<file path="src/plrf_mul.sv">
// Two-stage unsigned multiplier: two partial products, then their sum.
// No dependencies; advances only when en is high.
`timescale 1ns / 1ps

module plrf_mul #(
  parameter int AW = 32,
  parameter int BW = 32
) (
  input  logic             clk,
  input  logic             en,
  input  logic [AW-1:0]    a,
  input  logic [BW-1:0]    b,
  output logic [AW+BW-1:0] p
);

  localparam int BL = BW / 2;
  localparam int BH = BW - BL;

  logic [AW+BL-1:0] pl_r;
  logic [AW+BH-1:0] ph_r;
  logic [AW+BW-1:0] p_r;

  always_ff @(posedge clk) begin
    if (en) begin
      pl_r <= (AW+BL)'(a) * (AW+BL)'(b[BL-1:0]);
      ph_r <= (AW+BH)'(a) * (AW+BH)'(b[BW-1:BL]);
      p_r  <= (AW+BW)'(pl_r) + ((AW+BW)'(ph_r) << BL);
    end
  end

  assign p = p_r;

endmodule

</file>
<file path="config.mk">
export PLATFORM = sky130hd
export DESIGN_NAME = plrf_mul
export DESIGN_NICKNAME = d
export VERILOG_FILES = /design/src/plrf_mul.sv
export SDC_FILE = /design/constraint.sdc
export NUM_CORES = 2
export LEC_CHECK = 0
export ABC_AREA = 1
export BUFFER_PORTS_ARGS = -buffer_cell sky130_fd_sc_hd__buf_2
export CORE_MARGIN = 2
export CORE_UTILIZATION = 66
export CTS_CLUSTER_DIAMETER = 100
export DETAILED_ROUTE_END_ITERATION = 7
export GPL_ROUTABILITY_DRIVEN = 0
export PLACE_DENSITY_LB_ADDON = 0.2
export SLEW_MARGIN = 10
export SYNTH_ARGS = -nofsm -noshare
export SYNTH_HDL_FRONTEND = slang
export SYNTH_SLANG_ARGS = --single-unit
</file>
<file path="constraint.sdc">
create_clock -name clk -period 6.39 [get_ports clk]
set_input_delay 0.3195 -clock clk [delete_from_list [all_inputs] [get_ports clk]]
set_output_delay 0.3195 -clock clk [all_outputs]
set_load 0.005 [all_outputs]
</file>
==> flow_summary.toml <==
[run_status]
run_status = "finished clean"

[clock_tree]
htree_num_levels = 4
post_cts_hold_buffer_count = 0
cts-buffers-inserted = 17
cts_repair_resize_count = 0
worst_skew_pair.late_latency_ps = 460
tritoncts = "done"
clock_edge_transition_at_the_registers_on_the_reported_setup_and_hold_paths_ps = 70
ctsLongestPathBuffers = 2
postCtsSetupBuffers = 0
cts.sinks = 160
root_buffer = "clkbuf_16"

[grt]
gr-total-overflow = 0
grt_pass1_vias = 37890
initial_antenna_violation_count = 2
grt.total_usage_pct = 36.64
wire_length_of_the_first_global_routing_pass_um = 194800
grt_max_degree = 65

[route]
antenna_viol_nets_final = 0
dr.pass1.iters = 6
num_vias = 36990
detail_route.wirelength_um = 117900
drcViolationCount = 0
drt-vias-per-instance = 5.366
route.detailed.wl_per_inst_um = 17.10
first_iter_violations = 3290

[cells_and_area]
fin_nets = 7189
fill_cells = 5387
area_growth_syn_to_layout_pct = 5.770
final_area_mm2 = 0.04624
stdcell_count = 6893
post_route_cells_drive_above_1_share_pct = 5.940

[timing]
layout_setup_ws_ps = 501.0
unrepaired_setup_endpoints_after_global_routing = "no"
timing.final.setup_violations = 0
least_margin_pin_slew_ps = 863.4
finalCritPeriodShare_pct = 92.16
relSlewSlack_pct = 42.44
final_hold_viol_count = 0
setup_total_negative_slack_ps = 0
finalWorstPathRequiredPeriod_ps = 5889
timing_max_transition_violations_final = 0
max_freq_mhz = 169.8
worst_clock_skew_ps = 22.53

[yosys]
synth_cell_types = 29
post_synth_inst_count = 5959
synth_ff_type = "edfxtp_1"
synth_edf_count = 160
synth_async_sr_flop_share_pct = 0
synth-seq-area-share_pct = 10.99
yosys_warnings = 0
synth_most_common_cell = "nand2_1"
netlist_top_cells_area = "fa_1, nand2_1, inv_1"
synthesis.area_mm2 = 0.04372
synth_commonest_cells = "nand2_1, inv_1, fa_1"
synth_area_leader_cell = "fa_1"
number_of_storage_elements_in_the_synthesis_netlist = 160
postSynthAreaPerCell_um2 = 7.336
syn-num-nets = 7134
synth_top_cell_area_share_pct = 38.33

[floorplan]
initial_utilization_pct = 66.61
die_area_mm2 = 0.06831
die_h_um = 261.4
rows = 94
io_pins = 130
placeableCoreArea_mm2 = 0.06563
die_width_um = 261.4

[worst_setup_path]
critical_path.startpoint = "a[23]"
end_kind = "register"
timing.setup.critical_path_class = "input pin to register"
crit_path_max_fanout = 28
r2r_slack_ps = 3950
startpoint_of_the_worst_slack_reg_to_reg_timing_path = "pl_r[25]"
worst-endpoint-arrival_ps = 6100
r2r_end = "p[50]"
endpoint = "pl_r[45]"
worst_ep_required_time_ps = 6600
crit_path_launch_type = "input pin"
r2r.worst_path.cells = 10

[job]
timing.max_cap.violations = 0

[place]
placedInstanceArea_mm2 = 0.04570
dp_hpwl_um = 96340
place_worst_setup_slack_ps = 204.9
port_buffers = 129
dpl.cell_count = 6859

[worst_hold_path]
min_path_type = "input pin to register"
## logic make-up (layout without fill, tap and decap cells)
logic type	after synthesis	after routing	share of synthesized area (%)
xor+xnor	81	81	1.623
simple gates	2498	2498	22.77
fa+ha+maj	1109	1109	46.11
flops	160	160	10.99
buf+inv	2012	2080	17.28
compound gates	99	99	1.231
other cells	0	2	0
## critical path, cell delays in order
cell and delay [ps]:
buf_2 570, buf_4 280, nand2_1 60, inv_1 70, fa_1 400, inv_1 100
fa_1 470, fa_1 520, inv_1 60, fa_1 500, fa_1 490, inv_1 50
fa_1 490, inv_1 40, ha_1 390, nand2_1 150, nor2_1 190, nand2_1 170
nor2_1 310, nand3_1 240, nand4_1 150, nand2_1 60
## worst min path at each step
stage / cells after the start / to / startpoint
after floorplan: 0 / p[0] / pl_r[0]
after global placement: 0 / p[7] / pl_r[7]
after detailed placement: 0 / p[13] / pl_r[13]
after CTS: 1 / pl_r[0] / en
after global routing: 1 / p[0] / en
final: 1 / pl_r[0] / en
## sequential cells by signal (all words and copies together) (netlist names)
signal,cells
ph_r,48
pl_r,48
p,64
## layer usage
metal / vias up / track usage [%] / part of all wire (%)
met5: - / 0 / 0
met4: 0 / 19.03 / 5.9
met3: 397 / 6.765 / 11
met2: 2045 / 58.33 / 45
met1: 17730 / 48.29 / 38
li1: 16820 / - / -
## layout make-up
class | count | area, um2 | area share, %
clock buffer | 18 | 429.2 | 0.9281
tap | 864 | 1081 | 2.338
clock inverter | 14 | 107.6 | 0.2327
timing repair buffer | 228 | 1620 | 3.504
inverter | 1820 | 6832 | 14.77
sequential | 160 | 4805 | 10.39
antenna | 2 | 5.005 | 0.01082
multi-input combinational | 3787 | 31360 | 67.82
## through the flow
step	hold slack (ps)	utilization [%]
final	339.3	70.46
after global routing	372.9	70.45
after CTS	370.6	70.45
after detailed placement	404.5	69.63
after global placement	401.0	69.63
after floorplan	400.3	-
## placed cells by master, fill, tap and decap left out, drive strengths merged, types with 2 or more instances in the layout
| master | Yosys | layout |
|---|---|---|
| clkbuf | 192 | 18 |
| xnor2 | 13 | 13 |
| ha | 272 | 272 |
| clkinvlp | 0 | 3 |
| diode | 0 | 2 |
| o21ai | 4 | 4 |
| nand4 | 20 | 20 |
| nand3 | 137 | 137 |
| a31oi | 8 | 8 |
| a21oi | 74 | 74 |
| o21bai | 12 | 12 |
| nor2 | 242 | 242 |
| xor2 | 68 | 68 |
| clkinv | 0 | 7 |
| buf | 0 | 228 |
| nand3b | 3 | 3 |
| fa | 837 | 837 |
| nand2 | 2071 | 2071 |
| or2 | 3 | 3 |
| nor4 | 4 | 4 |
| nor3 | 13 | 13 |
| edfxtp | 160 | 160 |
| and2 | 4 | 4 |
| inv | 1820 | 1824 |
Power is left out: the tool's default activity adds up to more than one toggle a clock period on the data nets, which glitch-free logic cannot reach.
